File: src/design/assert_macros.svh
// Assertion macros shared by the column destripe filter RTL.
// Needs a clk and an active-low rst_n in the module that uses them.
`ifndef ASSERT_MACROS_SVH
`define ASSERT_MACROS_SVH

// Implication that must hold in the same cycle.
`define CDF_ASSERT_IMP(label, ante, cons, msg) \
  label: assert property (@(posedge clk) disable iff (!rst_n) (ante) |-> (cons)) \
    else $error(msg);

// Implication that must hold in the following cycle.
`define CDF_ASSERT_NEXT(label, ante, cons, msg) \
  label: assert property (@(posedge clk) disable iff (!rst_n) (ante) |=> (cons)) \
    else $error(msg);

`endif

File: src/design/cdf_pkg.sv
// Package for the column destripe filter: sizes, config and command types,
// and helper functions. Depends on nothing.
package cdf_pkg;

  localparam int MAX_WIDTH    = 256;
  localparam int MAX_HEIGHT   = 192;
  localparam int WINDOW_REACH = 8;
  localparam int TAPS         = 2 * WINDOW_REACH + 1;
  localparam int STORE_DEPTH  = MAX_WIDTH * MAX_HEIGHT;
  localparam int ADDR_W       = $clog2(STORE_DEPTH);
  localparam int COL_W        = $clog2(MAX_WIDTH);
  localparam int ROW_W        = $clog2(MAX_HEIGHT);
  localparam int PIX_W        = 14;
  localparam logic [PIX_W-1:0] PIX_MAX = 14'h3FFF;
  localparam int K_W          = $clog2(TAPS + 1);

  // Register indexes on the configuration port.
  localparam logic [1:0] REG_WIDTH    = 2'd0;
  localparam logic [1:0] REG_HEIGHT   = 2'd1;
  localparam logic [1:0] REG_CONTRAST = 2'd2;
  localparam logic [1:0] REG_VOTECAP  = 2'd3;

  typedef struct packed {
    logic [8:0] width;
    logic [7:0] height;
    logic [9:0] limit;
    logic [4:0] cap;
  } cfg_t;

  typedef enum logic [1:0] {
    CMD_LOAD,
    CMD_READ,
    CMD_NR
  } cmd_kind_t;

  // One word passed from the front to the back through the queue.
  typedef struct packed {
    cmd_kind_t          kind;
    logic               final_load;
    logic [ADDR_W-1:0]  addr;
    logic [COL_W-1:0]   col;
    logic               last;
    logic [PIX_W-1:0]   pixel;
  } cmd_t;

  typedef enum logic [3:0] {
    B_IDLE,
    B_RDOUT,
    B_CLR,
    B_TAP,
    B_SUM,
    B_MUL1,
    B_MUL2,
    B_ACC,
    B_DRD,
    B_DLD,
    B_DIT
  } back_state_t;

  // Width in use, clamped to 16..MAX_WIDTH.
  function automatic logic [8:0] used_width_f(input logic [8:0] w);
    logic [8:0] r;
    r = w;
    if (w < 9'd16) r = 9'd16;
    if (w > 9'(MAX_WIDTH)) r = 9'(MAX_WIDTH);
    return r;
  endfunction

  // Height in use, clamped to 1..MAX_HEIGHT.
  function automatic logic [7:0] used_height_f(input logic [7:0] h);
    logic [7:0] r;
    r = h;
    if (h < 8'd1) r = 8'd1;
    if (h > 8'(MAX_HEIGHT)) r = 8'(MAX_HEIGHT);
    return r;
  endfunction

  // ceil(65536 / cnt) for counts of one up to the window size.
  function automatic logic [16:0] recip_f(input logic [4:0] cnt);
    logic [16:0] r;
    case (cnt)
      5'd1:    r = 17'd65536;
      5'd2:    r = 17'd32768;
      5'd3:    r = 17'd21846;
      5'd4:    r = 17'd16384;
      5'd5:    r = 17'd13108;
      5'd6:    r = 17'd10923;
      5'd7:    r = 17'd9363;
      5'd8:    r = 17'd8192;
      5'd9:    r = 17'd7282;
      5'd10:   r = 17'd6554;
      5'd11:   r = 17'd5958;
      5'd12:   r = 17'd5462;
      5'd13:   r = 17'd5042;
      5'd14:   r = 17'd4682;
      5'd15:   r = 17'd4370;
      5'd16:   r = 17'd4096;
      5'd17:   r = 17'd3856;
      default: r = 17'd65536;
    endcase
    return r;
  endfunction

endpackage

File: src/design/cdf_queue.sv
// Two-deep command queue between the front and the back.
// Depends on cdf_pkg.
module cdf_queue (
  input  logic          clk,
  input  logic          rst_n,
  input  logic          push,
  input  cdf_pkg::cmd_t push_cmd,
  input  logic          pop,
  output cdf_pkg::cmd_t head_cmd,
  output logic          head_valid,
  output logic          full
);

  cdf_pkg::cmd_t entry_r [2];
  logic          wr_ptr_r, wr_ptr_nxt;
  logic          rd_ptr_r, rd_ptr_nxt;
  logic [1:0]    count_r, count_nxt;

  assign head_cmd   = entry_r[rd_ptr_r];
  assign head_valid = (count_r != 2'd0);
  assign full       = (count_r == 2'd2);

  // Pointer and count update.
  always_comb begin
    wr_ptr_nxt = push ? ~wr_ptr_r : wr_ptr_r;
    rd_ptr_nxt = pop ? ~rd_ptr_r : rd_ptr_r;
    count_nxt  = count_r + {1'b0, push} - {1'b0, pop};
  end

  always_ff @(posedge clk) begin
    if (!rst_n) begin
      wr_ptr_r <= 1'b0;
      rd_ptr_r <= 1'b0;
      count_r  <= 2'd0;
    end else begin
      wr_ptr_r <= wr_ptr_nxt;
      rd_ptr_r <= rd_ptr_nxt;
      count_r  <= count_nxt;
    end
  end

  // Entry storage.
  always_ff @(posedge clk) begin
    if (push) begin
      entry_r[wr_ptr_r] <= push_cmd;
    end
  end

  `include "assert_macros.svh"
  `CDF_ASSERT_IMP(a_no_overflow, full, !push || pop, "queue written while full")
  `CDF_ASSERT_IMP(a_no_underflow, pop, head_valid, "queue read while empty")
  `CDF_ASSERT_NEXT(a_push_only_fills, push && !pop && count_r == 2'd1, full,
    "queue did not fill")

endmodule

File: config.mk
export PLATFORM = sky130hd
export DESIGN_NAME = cdf_queue
export DESIGN_NICKNAME = d
export VERILOG_FILES = /design/src/design/cdf_pkg.sv /design/src/design/cdf_queue.sv
export VERILOG_INCLUDE_DIRS = /design/src /design/src/design
export SDC_FILE = /design/constraint.sdc
export NUM_CORES = 1
export LEC_CHECK = 0
export BUFFER_PORTS_ARGS = -buffer_cell sky130_fd_sc_hd__buf_2
export CAP_MARGIN = 20
export CORE_MARGIN = 10
export CORE_UTILIZATION = 39
export CTS_BUF_LIST = sky130_fd_sc_hd__clkbuf_8
export CTS_CLUSTER_DIAMETER = 150
export DETAILED_ROUTE_END_ITERATION = 8
export REMOVE_ABC_BUFFERS = 1
export SLEW_MARGIN = 20
export SYNTH_ARGS = -nofsm -noshare
export SYNTH_HDL_FRONTEND = slang
export SYNTH_SLANG_ARGS = --single-unit
File: constraint.sdc
create_clock -name clk -period 4 [get_ports clk]
set_input_delay 0.8 -clock clk [delete_from_list [all_inputs] [get_ports clk]]
set_output_delay 0.8 -clock clk [all_outputs]
set_load 0.005 [all_outputs]
==> summary.md <==
| Metric | Value |
|---|---|
| Status | complete, no violations |
| Unrepaired setup endpoints after global routing | no |
| IO Pins | 90 |
| PwrDens | about 460 nW/um^2 |
| Final Setup Violations | 0 |
| Clk_lat worst skew | 340 ps |
| CP startpoint kind | flip-flop |
| Initial Utilization | 39.92% |
| # DRC | 0 |
| FF-to-FF Start | wr_ptr_r$_SDFFE_PN0P_ |
| Peak supply drop | 0.0001656 V |
| H-Tree Depth | 3 |
| Detailed Route WL | 6386 um |
| Fin crit period | 2918 ps |
| Setup CP Type | flip-flop to primary output |
| R2R Path End | entry_r[1][23]$_DFFE_PP_ |
| Die area | between 10000 and 15000 um^2 |
| Post-DP HPWL | roughly 4500 um |
| Number of cells on the critical path | 3 |
| Post-DP Area | between 3000 and 4000 um^2 |
| Register bit count reported by yosys | between 80 and 90 |
| Largest family of logic cells by synthesized area | multiplexers |
| Wire per inst | ~18 um |
| Clk buf depth | 2 |
| CP required | 3200 ps |
| Worst min path class | flip-flop to flip-flop |
| Overall Power | ~0.0019 W |
| Worst rel slew slack | just over 30% |
| Hold_buf cts | 0 |
| Reg2Reg Depth | 1 |
| Fin nets | 298 |
| Avg Synthesized Cell Area | between 20 and 25 um^2 |
| Drt via density | around 4.6 |
| Setup_tns | 0 ps |
| Fill count | roughly 760 |
| CP endpoint kind | primary output |
| Post-synthesis mux area share | between 10% and 20% |
| Total track usage | 10.19% |
| First-pass GRT wire length | 10320 um |
| Post-Syn Instances | 152 |
| Top post-synthesis cells by area | edfxtp_1, mux2_4, dfxtp_1 |
| Fmax | between 0.3 and 0.4 GHz |
| DR vias | 1659 |
| Worst Path Buf+Inv | 2 |
| Final hold vios | 0 |
| Total CTS buffers | 9 |
| Final core occ | between 40 and 50% |
| Layout cells sized above 1 | between 50% and 60% |
| Fin area | 4160 um^2 |
| Slowest cell delay on critical path | a little over 800 ps |
| Core box area | 8678 um^2 |
| Ant. Diodes | 0 |
| Post-Layout Cell Count | roughly 360 |
| Die Ht | approximately 110 um |
| Post-synth top area share | about 73% |
| Vias in the first global route | between 1500 and 2000 |
| Detailed router's first-iteration violation count | between 50 and 60 |
| Tightest Pin Transition | between 1000 and 1500 ps |
| Crit path DAT | between 2000 and 2500 ps |
| IO Port Bufs | 89 |
| RePlAce Congestion | between 0.6 and 0.7 |
| Yosys top cell by area | edfxtp_1 |
| CTS resizes | 0 |
| Crit path max-delay cell type | dfxtp_2 |
| Initial antenna violation count | 0 |
| Register area | 2624 um^2 |
| Clock-pin slew on the worst setup and hold paths | 70 ps |
| Setup Buffers After CTS | 0 |
| Multi-input gate area | roughly 750 um^2 |
| Leakage | roughly 1.7 nW |
| Gr ovfl total | 0 |
| Placed cells | 347 |
| Adder-cell share of the synthesized area | 0.7223% |
| Critical Path Fanout Max | 22 |
| Cell family with the largest share of critical-path delay | flip-flops |
| YS warnings | 0 |
| Synth Area in Compound Gates | 0.2167% |
| Antenna viol nets, final | 0 |
| Largest net degree at the start of global routing | 43 |
| CTS tree | built |
| FP Rows | 34 |
| Final Skew | between 7 and 8 ps |
| Cells along the critical path | buf_4 -> mux2_2 -> buf_2 |
| Root buf cell | clkbuf_8 |
| Post-Syn Area | around 3500 um^2 |
| Clock sink total | 89 |
| Synth cell types | 14 |
| Post-synthesis xor/xnor area fraction | 0.9029% |
| Iteration count of the initial detailed-routing pass | 4 |
| Slew Limit Fails | 0 |
| Area growth syn-to-layout | 20.08% |
| Min-delay src | rd_ptr_r$_SDFFE_PN0P_ |
| Maxcap violations | 0 |
| Reg2reg setup slack | roughly 2400 ps |
| Die width | 114.3 um |
| Fin crit share | 72.94% |
| Register area share after synthesis | between 70% and 80% |
| Post-Synth Simple-Gate Area | between 1.5 and 2% |
| WHS Path Cells | 2 |
==> logic make-up (layout without fill, tap and decap cells) <==
logic type | Yosys count | count (layout)
and+or+nand+nor | 9 | 9
adders and majority gates | 2 | 2
xor gates and xnor gates | 2 | 2
muxes | 42 | 42
buffers and inverters | 7 | 108
AOI/OAI and AO/OA | 1 | 1
DFF | 89 | 89
==> worst min-delay path, delay by kind of cell (launching register included) <==
| family | cells | cell delay (ps) |
|---|---|---|
| XOR/XNOR | 1 | 70 |
| flip-flops | 1 | 340 |
| AND/OR/NAND/NOR | 1 | 140 |
==> stage by stage <==
step / hold slack, ps / setup slack (ps)
floorplan: 554.6 / 846.7
global placement: 561.8 / 1400
detailed placement: 564.2 / 1409
CTS: 586.1 / 1017
global route: 602.7 / 919.8
finish: 586.1 / 1082
==> cells in the mapped netlist <==
cell type,number
xnor3_1,1
mux2_4,40
nor2b_1,4
xor2_1,1
buf_6,1
dfxtp_1,5
edfxtp_1,84
ha_1,2
buf_12,4
inv_1,2
mux2_2,2
o21a_1,1
or2_2,1
and2_1,4
==> how the worst max path moves through the flow <==
stage | to | start | slack (ps)
final | head_cmd[0] | flip-flop | 1080
after global routing | head_cmd[0] | flip-flop | 920
after CTS | head_cmd[0] | flip-flop | 1020
after detailed placement | head_cmd[0] | flip-flop | 1410
after global placement | head_cmd[0] | flip-flop | 1400
after floorplan | entry_r[0][0]$_DFFE_PP_ | push | 850
==> power by group <==
group | internal [W] | leakage (nW) | total (W) | switching [W]
Clock | 0.000277 | 0.0898 | 0.000561 | 0.000284
Sequential | 0.00108 | 0.830 | 0.00110 | 0.0000278
Combinational | 0.000138 | 0.748 | 0.000230 | 0.0000920
Total | 0.00149 | 1.67 | 0.00189 | 0.000404
==> sequential cells by signal (all words and copies together) (netlist names), named ones only <==
signal    cells
entry_r      84
wr_ptr_r      1
count_r       2
rd_ptr_r      1
==> placed cells by master, fill, tap and decap left out, drive strengths merged <==
cell       n
clkinvlp   1
inv        3
clkinv     2
edfxtp    84
ha         2
clkbuf     9
xnor3      1
and2       4
o21a       1
nor2b      4
bufinv     1
dfxtp      5
xor2       1
mux2      42
buf       92
or2        1
==> layer usage <==
| layer | up-vias | share of wire (%) | global-route usage [%] | wire, um |
|---|---|---|---|---|
| li1 | 780 | - | - | - |
| met1 | 800 | 43 | 11.46 | 2753 |
| met2 | 71 | 45 | 15.91 | 2891 |
| met3 | 8 | 11 | 5.818 | 678 |
| met4 | 0 | 0.99 | 3.509 | 63 |
| met5 | - | 0 | 0 | 0 |
==> area by class of cell <==
class | instances | share of cell area, %
inverter | 2 | 0.1805
sequential | 89 | 63.07
timing repair buffer | 92 | 11.25
clock buffer | 9 | 2.977
clock inverter | 5 | 1.203
tap | 108 | 3.248
multi-input combinational | 56 | 18.08
No activity file was read; power rests on OpenSTA's default activity.
