===== config.mk =====
export PLATFORM = sky130hd
export DESIGN_NAME = cdf_front
export DESIGN_NICKNAME = d
export VERILOG_FILES = /design/src/design/assert_macros.svh /design/src/design/cdf_pkg.sv /design/src/design/cdf_front.sv
export SDC_FILE = /design/constraint.sdc
export NUM_CORES = 1
export LEC_CHECK = 0
export ABC_CLOCK_PERIOD_IN_PS = 9400
export BUFFER_PORTS_ARGS = -buffer_cell sky130_fd_sc_hd__buf_2
export CORE_AREA = 2 2 134 136
export DETAILED_ROUTE_END_ITERATION = 8
export DIE_AREA = 0 0 136 138
export SYNTH_ARGS = -nofsm -noshare
export SYNTH_HDL_FRONTEND = slang
export SYNTH_SLANG_ARGS = --single-unit

===== constraint.sdc =====
create_clock -name clk -period 9.4 [get_ports clk]
set_clock_uncertainty 0.05 [all_clocks]
set_input_delay 0.94 -clock clk [delete_from_list [all_inputs] [get_ports clk]]
set_output_delay 0.94 -clock clk [all_outputs]
set_load 0.01 [all_outputs]

===== src/design/assert_macros.svh =====
// Assertion macros shared by the column destripe filter RTL.
// Needs a clk and an active-low rst_n in the module that uses them.
`ifndef ASSERT_MACROS_SVH
`define ASSERT_MACROS_SVH

// Implication that must hold in the same cycle.
`define CDF_ASSERT_IMP(label, ante, cons, msg) \
  label: assert property (@(posedge clk) disable iff (!rst_n) (ante) |-> (cons)) \
    else $error(msg);

// Implication that must hold in the following cycle.
`define CDF_ASSERT_NEXT(label, ante, cons, msg) \
  label: assert property (@(posedge clk) disable iff (!rst_n) (ante) |=> (cons)) \
    else $error(msg);

`endif


===== src/design/cdf_pkg.sv =====
// Package for the column destripe filter: sizes, config and command types,
// and helper functions. Depends on nothing.
package cdf_pkg;

  localparam int MAX_WIDTH    = 256;
  localparam int MAX_HEIGHT   = 192;
  localparam int WINDOW_REACH = 8;
  localparam int TAPS         = 2 * WINDOW_REACH + 1;
  localparam int STORE_DEPTH  = MAX_WIDTH * MAX_HEIGHT;
  localparam int ADDR_W       = $clog2(STORE_DEPTH);
  localparam int COL_W        = $clog2(MAX_WIDTH);
  localparam int ROW_W        = $clog2(MAX_HEIGHT);
  localparam int PIX_W        = 14;
  localparam logic [PIX_W-1:0] PIX_MAX = 14'h3FFF;
  localparam int K_W          = $clog2(TAPS + 1);

  // Register indexes on the configuration port.
  localparam logic [1:0] REG_WIDTH    = 2'd0;
  localparam logic [1:0] REG_HEIGHT   = 2'd1;
  localparam logic [1:0] REG_CONTRAST = 2'd2;
  localparam logic [1:0] REG_VOTECAP  = 2'd3;

  typedef struct packed {
    logic [8:0] width;
    logic [7:0] height;
    logic [9:0] limit;
    logic [4:0] cap;
  } cfg_t;

  typedef enum logic [1:0] {
    CMD_LOAD,
    CMD_READ,
    CMD_NR
  } cmd_kind_t;

  // One word passed from the front to the back through the queue.
  typedef struct packed {
    cmd_kind_t          kind;
    logic               final_load;
    logic [ADDR_W-1:0]  addr;
    logic [COL_W-1:0]   col;
    logic               last;
    logic [PIX_W-1:0]   pixel;
  } cmd_t;

  typedef enum logic [3:0] {
    B_IDLE,
    B_RDOUT,
    B_CLR,
    B_TAP,
    B_SUM,
    B_MUL1,
    B_MUL2,
    B_ACC,
    B_DRD,
    B_DLD,
    B_DIT
  } back_state_t;

  // Width in use, clamped to 16..MAX_WIDTH.
  function automatic logic [8:0] used_width_f(input logic [8:0] w);
    logic [8:0] r;
    r = w;
    if (w < 9'd16) r = 9'd16;
    if (w > 9'(MAX_WIDTH)) r = 9'(MAX_WIDTH);
    return r;
  endfunction

  // Height in use, clamped to 1..MAX_HEIGHT.
  function automatic logic [7:0] used_height_f(input logic [7:0] h);
    logic [7:0] r;
    r = h;
    if (h < 8'd1) r = 8'd1;
    if (h > 8'(MAX_HEIGHT)) r = 8'(MAX_HEIGHT);
    return r;
  endfunction

  // ceil(65536 / cnt) for counts of one up to the window size.
  function automatic logic [16:0] recip_f(input logic [4:0] cnt);
    logic [16:0] r;
    case (cnt)
      5'd1:    r = 17'd65536;
      5'd2:    r = 17'd32768;
      5'd3:    r = 17'd21846;
      5'd4:    r = 17'd16384;
      5'd5:    r = 17'd13108;
      5'd6:    r = 17'd10923;
      5'd7:    r = 17'd9363;
      5'd8:    r = 17'd8192;
      5'd9:    r = 17'd7282;
      5'd10:   r = 17'd6554;
      5'd11:   r = 17'd5958;
      5'd12:   r = 17'd5462;
      5'd13:   r = 17'd5042;
      5'd14:   r = 17'd4682;
      5'd15:   r = 17'd4370;
      5'd16:   r = 17'd4096;
      5'd17:   r = 17'd3856;
      default: r = 17'd65536;
    endcase
    return r;
  endfunction

endpackage


===== src/design/cdf_front.sv =====
// Front part: accepts items, tracks load and read positions and the frame
// ready flag, and turns each item into a command word. Depends on cdf_pkg.
module cdf_front (
  input  logic                       clk,
  input  logic                       rst_n,
  input  cdf_pkg::cfg_t              cfg,
  input  logic                       geom_clear,
  input  logic                       accept,
  input  logic                       mode,
  input  logic [15:0]                pixel_in,
  output logic                       push,
  output cdf_pkg::cmd_t              push_cmd
);

  logic [8:0]                  used_w;
  logic [7:0]                  used_h;
  logic [cdf_pkg::ADDR_W-1:0]  total;
  logic [cdf_pkg::ADDR_W-1:0]  load_pos_r, load_pos_nxt;
  logic [cdf_pkg::ADDR_W-1:0]  read_pos_r, read_pos_nxt;
  logic [cdf_pkg::COL_W-1:0]   read_col_r, read_col_nxt;
  logic                        ready_r, ready_nxt;
  logic [cdf_pkg::PIX_W-1:0]   sat_pix;

  assign used_w  = cdf_pkg::used_width_f(cfg.width);
  assign used_h  = cdf_pkg::used_height_f(cfg.height);
  assign total   = cdf_pkg::ADDR_W'({7'd0, used_w} * {8'd0, used_h});
  assign sat_pix = (pixel_in > {2'b00, cdf_pkg::PIX_MAX}) ? cdf_pkg::PIX_MAX
                                                          : pixel_in[cdf_pkg::PIX_W-1:0];
  assign push    = accept;

  // Classify the item and advance the positions.
  always_comb begin
    load_pos_nxt        = load_pos_r;
    read_pos_nxt        = read_pos_r;
    read_col_nxt        = read_col_r;
    ready_nxt           = ready_r;
    push_cmd.kind       = cdf_pkg::CMD_NR;
    push_cmd.final_load = 1'b0;
    push_cmd.addr       = read_pos_r;
    push_cmd.col        = read_col_r;
    push_cmd.last       = (read_pos_r == total - 1'b1);
    push_cmd.pixel      = sat_pix;
    if (!mode) begin
      push_cmd.kind = cdf_pkg::CMD_LOAD;
      push_cmd.addr = load_pos_r;
    end else if (ready_r) begin
      push_cmd.kind = cdf_pkg::CMD_READ;
    end
    if (accept) begin
      if (!mode) begin
        if (load_pos_r == '0) begin
          ready_nxt = 1'b0;
        end
        load_pos_nxt = load_pos_r + 1'b1;
        if (load_pos_r + 1'b1 >= total) begin
          push_cmd.final_load = 1'b1;
          ready_nxt           = 1'b1;
          load_pos_nxt        = '0;
          read_pos_nxt        = '0;
          read_col_nxt        = '0;
        end
      end else if (ready_r) begin
        if (read_pos_r + 1'b1 >= total) begin
          read_pos_nxt = '0;
          read_col_nxt = '0;
        end else begin
          read_pos_nxt = read_pos_r + 1'b1;
          read_col_nxt = ({1'b0, read_col_r} == used_w - 1'b1) ? '0 : read_col_r + 1'b1;
        end
      end
    end
    if (geom_clear) begin
      load_pos_nxt = '0;
      read_pos_nxt = '0;
      read_col_nxt = '0;
      ready_nxt    = 1'b0;
    end
  end

  always_ff @(posedge clk) begin
    if (!rst_n) begin
      load_pos_r <= '0;
      read_pos_r <= '0;
      read_col_r <= '0;
      ready_r    <= 1'b0;
    end else begin
      load_pos_r <= load_pos_nxt;
      read_pos_r <= read_pos_nxt;
      read_col_r <= read_col_nxt;
      ready_r    <= ready_nxt;
    end
  end

endmodule


==> results.json, run 1 <==
{
  "status": "complete, no violations",
  "finalInstanceArea_um2": 7550,
  "fillers": 1830,
  "switchingPower_mw": 0.358,
  "grt_pass1_wl_um": 29900,
  "gp_congestion": 0.864,
  "cts_setup_buffers": 0,
  "synth_cells": 884,
  "clock_sinks": 41,
  "multi_input_area_um2": 5430,
  "clk_path_buf_depth": 2,
  "place_hpwl_um": 14700,
  "hold_path_class": "flop to flop",
  "cts-root-buf": "clkbuf_16",
  "mostFrequentLayoutCells": "nor2_1, inv_1, buf_2",
  "synth_area_leaders": "ha_1, dfxtp_1, fa_1, xnor2_1, nor2_1",
  "setup_tns_ns": 0,
  "whs_ns": 0.446,
  "whs_path_depth": 2,
  "worstHoldEndpoint": "load_pos_r[15]",
  "wl_per_cell_um": 15.3,
  "area_growth_pct": 11.0,
  "critPathKind": "input port to primary output",
  "synth_xor_xnor_area_share_pct": 9.50,
  "ant_nets": 0,
  "core_um2": 17500,
  "overflow": 0,
  "synth_compound_area_share_pct": 17.3,
  "drv_slew": 0,
  "cts_buffers": 5,
  "top_layer_used": "met4",
  "netSwitchingFraction_pct": 42.1,
  "utilization_pct": 43.0,
  "synth_top_area_cell": "ha_1",
  "worstMarginPinSlew_ns": 0.951,
  "p_int_mw": 0.492,
  "syn_area_um2": 6800,
  "period_minus_slack_ns": 8.85,
  "seqCellArea_um2": 821,
  "critPathRequiredTime_ns": 8.41,
  "met2WireLength_um": 8480,
  "grt_usage_pct": 19.5,
  "dr_total_vias": 6310,
  "worstReg2RegEnd": "read_pos_r[0]",
  "yosys_most_used_dff": "dfxtp_1",
  "via_per_inst": 5.40,
  "wirelength_um": 17800,
  "combPwrFrac_pct": 55.1,
  "placed_cell_area_um2": 7370,
  "ys_warn_count": 0,
  "relSlewSlack_pct": 36.5,
  "synth.area.mux_share_pct": 2.95,
  "timing.rr.start": "read_pos_r[2]",
  "dp_cells": 1160,
  "die-height_um": 138,
  "period_share_pct": 94.1,
  "r2r_cells": 17,
  "first_global_vias": 5945,
  "clock_latency_ns": 0.29,
  "antenna_found_initial": 0,
  "cts_tree": "done",
  "cts_htree_levels": 2,
  "synth_fp_nets": 1048,
  "path_clk_slew_ns": 0.06,
  "vdd_drop_max_mv": 0.0777,
  "async_flop_share_pct": 0,
  "critPathMaxFanout": 10,
  "drive_gt1_share_pct": 14.3,
  "layout_commonest_cell": "nor2_1",
  "stdcell_count": 1168,
  "initial_core_util_pct": 38.8,
  "synth-adder-area-share_pct": 25.0,
  "num_io_pins": 96,
  "drtIter0Drc": 419,
  "synth_top_cell_area_share_pct": 12.9,
  "syn_area_per_cell_um2": 7.69,
  "die_area_um2": 18800,
  "min_from": "load_pos_r[15]",
  "diodes": 0,
  "chipWidth_um": 136,
  "synth_top_family_by_area": "simple AND/OR/NAND/NOR gates",
  "r2r_slack_ns": 4.57,
  "max_cap_viol_count": 0,
  "fmax_mhz": 113,
  "rsz0062_at_grt": "false",
  "setup_viol": 0,
  "grt_max_degree": 25,
  "p_seq_share_pct": 20.8,
  "drc_errors": 0,
  "rows": 49,
  "clockPowerShare_pct": 24.1,
  "synth_cell_types": 83,
  "wl_met1_um": 8430,
  "cp.arrival_ns": 7.86,
  "crit_path_start_kind": "input port",
  "cp-end-kind": "primary output",
  "synth-simple-area-share_pct": 25.1,
  "ys_seq_elements": 41,
  "hold_viol": 0,
  "power_density_nw_per_um2": 113,
  "synth-edff-count": 0,
  "leakagePower_nw": 3.46,
  "drt_pass1_iterations": 6,
  "portBuffers": 80,
  "dr_wl_met3_um": 526,
  "yosysSeqAreaShare_pct": 12.1,
  "layout.nets": 1102,
  "cp-startpoint": "cfg[29]"
}
==> power groups by stage <==
| stage | Combinational [mW] | Sequential [mW] | Clock (mW) |
|---|---|---|---|
| finish | 0.468 | 0.177 | 0.205 |
| global route | 0.532 | 0.177 | 0.217 |
| CTS | 0.470 | 0.177 | 0.209 |
| detailed placement | 0.468 | 0.181 | 0 |
| global placement | 0.464 | 0.181 | 0 |
| floorplan | 0.340 | 0.180 | 0 |
==> state kept, by name, summed over array words and instances, names as in the netlist <==
register and flops:
read_col_r 8, ready_r 1, load_pos_r 16, read_pos_r 16
==> cells in the mapped netlist (13+ instances only) <==
master,instances
nand4_1,13
nand3_1,53
nor2_1,101
mux2_2,16
dfxtp_1,41
ha_1,70
nor3_1,18
fa_1,41
nand2_1,73
xnor2_1,45
buf_2,14
xor2_1,19
clkbuf_1,26
inv_1,95
or3_1,21
nor2b_1,14
o21ai_0,26
a21oi_1,26
==> worst max-delay path: stages <==
cell and delay, ns:
buf_2 0.15, or4_1 0.65, nand3_1 0.17, buf_4 0.20, nor2_1 0.07, fa_1 0.44, fa_1 0.51, fa_1 0.49
inv_1 0.05, fa_1 0.53, inv_1 0.06, ha_1 0.38, a21oi_1 0.23, o31a_1 0.22, o2bb2ai_1 0.15, xor2_1 0.31
ha_1 0.30, a21o_1 0.18, a211o_1 0.29, a2111o_1 0.34, a41oi_1 0.25, o21ai_0 0.17, o2111a_1 0.17, a311oi_2 0.29
nor2_1 0.09, buf_2 0.18
==> layout make-up <==
class                      count  share of cell area, %
multi-input combinational    704                   71.9
sequential                    41                   10.9
clock inverter                 1                  0.398
tap                          229                   3.80
clock buffer                   7                   1.89
inverter                      95                   4.73
timing repair buffer          91                   6.40
==> metrics by stage <==
step | power (mW) | worst slack (ns)
2_1_floorplan | 0.520 | 0.893
3_3_place_gp | 0.645 | 0.498
5_1_grt | 0.925 | 0.0741
4_1_cts | 0.857 | 0.444
6_report | 0.850 | 0.554
3_5_place_dp | 0.648 | 0.471
==> metal layers <==
layer | vias to the layer above | track usage, %
met3 | 26 | 1.43
met2 | 120 | 32.8
met1 | 2969 | 26.7
met4 | 0 | 5.54
met5 | - | 0
li1 | 3195 | -
==> how the worst max path moves through the flow <==
stage,depth (start not counted),to
after floorplan,28,push_cmd[39]
final,26,push_cmd[39]
after global placement,26,push_cmd[39]
after global routing,26,push_cmd[39]
after detailed placement,26,push_cmd[39]
after CTS,26,push_cmd[39]
==> what timing repair did <==
item                                    4_1_cts  5_1_grt
hold buffers                                  0        0
endpoints found under the setup margin        0        1
resized for setup                             0        1
==> kinds of logic (layout without fill, tap and decap cells) <==
| logic type | after synthesis | after routing |
|---|---|---|
| and+or+nand+nor | 346 | 346 |
| DFF | 41 | 41 |
| buffers and inverters | 139 | 194 |
| xor gates and xnor gates | 68 | 68 |
| adders and majority gates | 111 | 111 |
| AOI/OAI and AO/OA | 161 | 161 |
| muxes | 18 | 18 |
(Power assumes the default switching activity.)
==> inputs of run 2 (changes only) <==
- ABC_AREA: not set -> 1
- CORE_AREA: 2 2 134 136 -> 2 2 140 142
- DIE_AREA: 0 0 136 138 -> 0 0 142 144
==> results.json, run 2 <==
{
  "drc_errors": 0,
  "r2r_slack_ns": 5.44,
  "hold_buffers": 0,
  "yosysMostFrequentCell": "nand2_1",
  "worstMarginPinSlew_ns": 0.823,
  "whs_path_depth": 2,
  "portBuffers": 80,
  "layout_commonest_cell": "nand2_1",
  "synth.area.mux_share_pct": 0,
  "power.total_mw": 0.904,
  "synth-simple-area-share_pct": 39.7,
  "synth_cells": 1212,
  "ant_nets": 0,
  "chipWidth_um": 142,
  "wl_per_cell_um": 13.5,
  "synth-adder-area-share_pct": 22.8,
  "pre_cts_ws_ns": 1.35,
  "cp.arrival_ns": 7.05,
  "max_cap_viol_count": 0,
  "hold_viol": 0,
  "ys_seq_elements": 41,
  "synth-edff-count": 0,
  "cts_tree": "done",
  "power_density_nw_per_um2": 111,
  "top_regs": "load_pos_r (16), read_pos_r (16), read_col_r (8)",
  "cts-root-buf": "clkbuf_16",
  "critPathSlowestCell": "fa_1",
  "diodes": 0,
  "rsz0062_at_grt": "false",
  "synth_top_area_cell": "nand2_1",
  "status": "complete, no violations",
  "drv_slew": 0,
  "clock_sinks": 41,
  "gp_congestion": 0.888,
  "synth_cell_types": 45,
  "synth_area_leaders": "nand2_1, inv_1, ha_1, dfxtp_1, fa_1",
  "path_clk_slew_ns": 0.06,
  "fmax_mhz": 124,
  "ys_warn_count": 0,
  "area_growth_pct": 9.69,
  "clock_latency_ns": 0.30,
  "p_seq_share_pct": 20.0,
  "antenna_found_initial": 0,
  "overflow": 0,
  "cts_buffers": 5,
  "period_minus_slack_ns": 8.04,
  "path_depth": 32,
  "async_flop_share_pct": 0,
  "core_um2": 19100,
  "utilization_pct": 42.8,
  "grt_usage_pct": 20.5,
  "drt_pass1_iterations": 5,
  "cpLargestDelayFamily": "adder cells",
  "netSwitchingFraction_pct": 47.1,
  "yosys_most_used_dff": "dfxtp_1",
  "first_global_vias": 6940,
  "cts_htree_levels": 2,
  "rows": 51,
  "drtIter0Drc": 451,
  "synth_top_family_by_area": "simple AND/OR/NAND/NOR gates",
  "setup_ws_ns": 1.36,
  "r2r_cells": 17,
  "critPathKind": "input port to primary output",
  "layout.nets": 1440,
  "cp-end-kind": "primary output",
  "syn_area_per_cell_um2": 6.15,
  "die-height_um": 144,
  "critPathMaxFanout": 8,
  "period_share_pct": 85.5,
  "mostFrequentLayoutCells": "nand2_1, inv_1, nor2_1",
  "num_io_pins": 96,
  "slowest_delay_ns": 0.56,
  "placed_cell_area_um2": 7990,
  "dr_total_vias": 7331,
  "yosysSeqAreaShare_pct": 11.0,
  "crit_buf_inv": 8,
  "crit_path_start_kind": "input port",
  "yosys-top-cells-count": "nand2_1, inv_1, nor2_1",
  "place_hpwl_um": 16600,
  "clk_path_buf_depth": 2,
  "critPathRequiredTime_ns": 8.41,
  "cp_common_cell": "nand2_1",
  "grt_pass1_wl_um": 33700,
  "synth_xor_xnor_area_share_pct": 6.03,
  "ctsResizeCount": 0,
  "finalInstanceArea_um2": 8170,
  "setup_viol": 0,
  "relSlewSlack_pct": 44.9,
  "setup_tns_ns": 0,
  "clockPowerShare_pct": 23.7,
  "cts_setup_buffers": 0,
  "combPwrFrac_pct": 56.3,
  "switchingPower_mw": 0.426,
  "die_area_um2": 20400,
  "wirelength_um": 20400,
  "p_int_mw": 0.478,
  "fillers": 2081,
  "syn_area_um2": 7450,
  "drive_gt1_share_pct": 12.2,
  "vdd_drop_max_mv": 0.0778,
  "via_per_inst": 4.84,
  "grt_max_degree": 39,
  "hold_path_class": "flop to flop",
  "leakagePower_nw": 4.58,
  "synth_top_cell_area_share_pct": 16.4,
  "synth_compound_area_share_pct": 5.56,
  "initial_core_util_pct": 39.0,
  "synth_fp_nets": 1376
}
## run 2: through the flow
step	instances	hold WS, ns
6_report	1515	0.426
2_1_floorplan	1212	0.395
3_3_place_gp	1507	0.406
4_1_cts	1515	0.428
5_1_grt	1515	0.444
3_5_place_dp	1507	0.418
## run 2: cell families (layout without fill, tap and decap cells)
group	Yosys count	count (layout)
AOI/OAI and AO/OA	74	74
xor gates and xnor gates	48	48
adders and majority gates	111	111
buffers and inverters	278	343
DFF	41	41
and+or+nand+nor	660	660
## run 2: path summary, 6_finish.rpt
check | startpoint | to
worst max-delay path | cfg[29] | push_cmd[39]
worst min-delay path | load_pos_r[11] | load_pos_r[11]
worst max register to register | read_pos_r[1] | read_col_r[2]
worst min register to register | load_pos_r[11] | load_pos_r[11]
## run 2: worst min-delay path, delay by kind of cell, from the launching register on
family | cells | cell delay (ns)
simple gates | 1 | 0.06
flops | 1 | 0.31
compound gates | 1 | 0.06
## run 2: power by group through the flow
stage	Combinational, mW	Clock (mW)	Sequential, mW
2_1_floorplan	0.387	0	0.183
3_3_place_gp	0.504	0	0.184
3_5_place_dp	0.510	0	0.184
4_1_cts	0.514	0.222	0.180
5_1_grt	0.588	0.226	0.181
6_report	0.509	0.214	0.181
## run 2: per-layer routing
layer	share of wire (%)	global-route usage, %
met3	4.4	2.45
met5	0	0
met1	46	26.8
met4	1.6	5.63
met2	48	35.6
## run 2: area by class of cell
| type | instances | area (um2) | share of cell area, % |
|---|---|---|---|
| clock buffer | 6 | 139 | 1.70 |
| clock inverter | 2 | 37.5 | 0.459 |
| inverter | 254 | 953 | 11.7 |
| multi-input combinational | 893 | 5510 | 67.5 |
| sequential | 41 | 821 | 10.0 |
| tap | 238 | 298 | 3.64 |
| timing repair buffer | 81 | 408 | 4.99 |
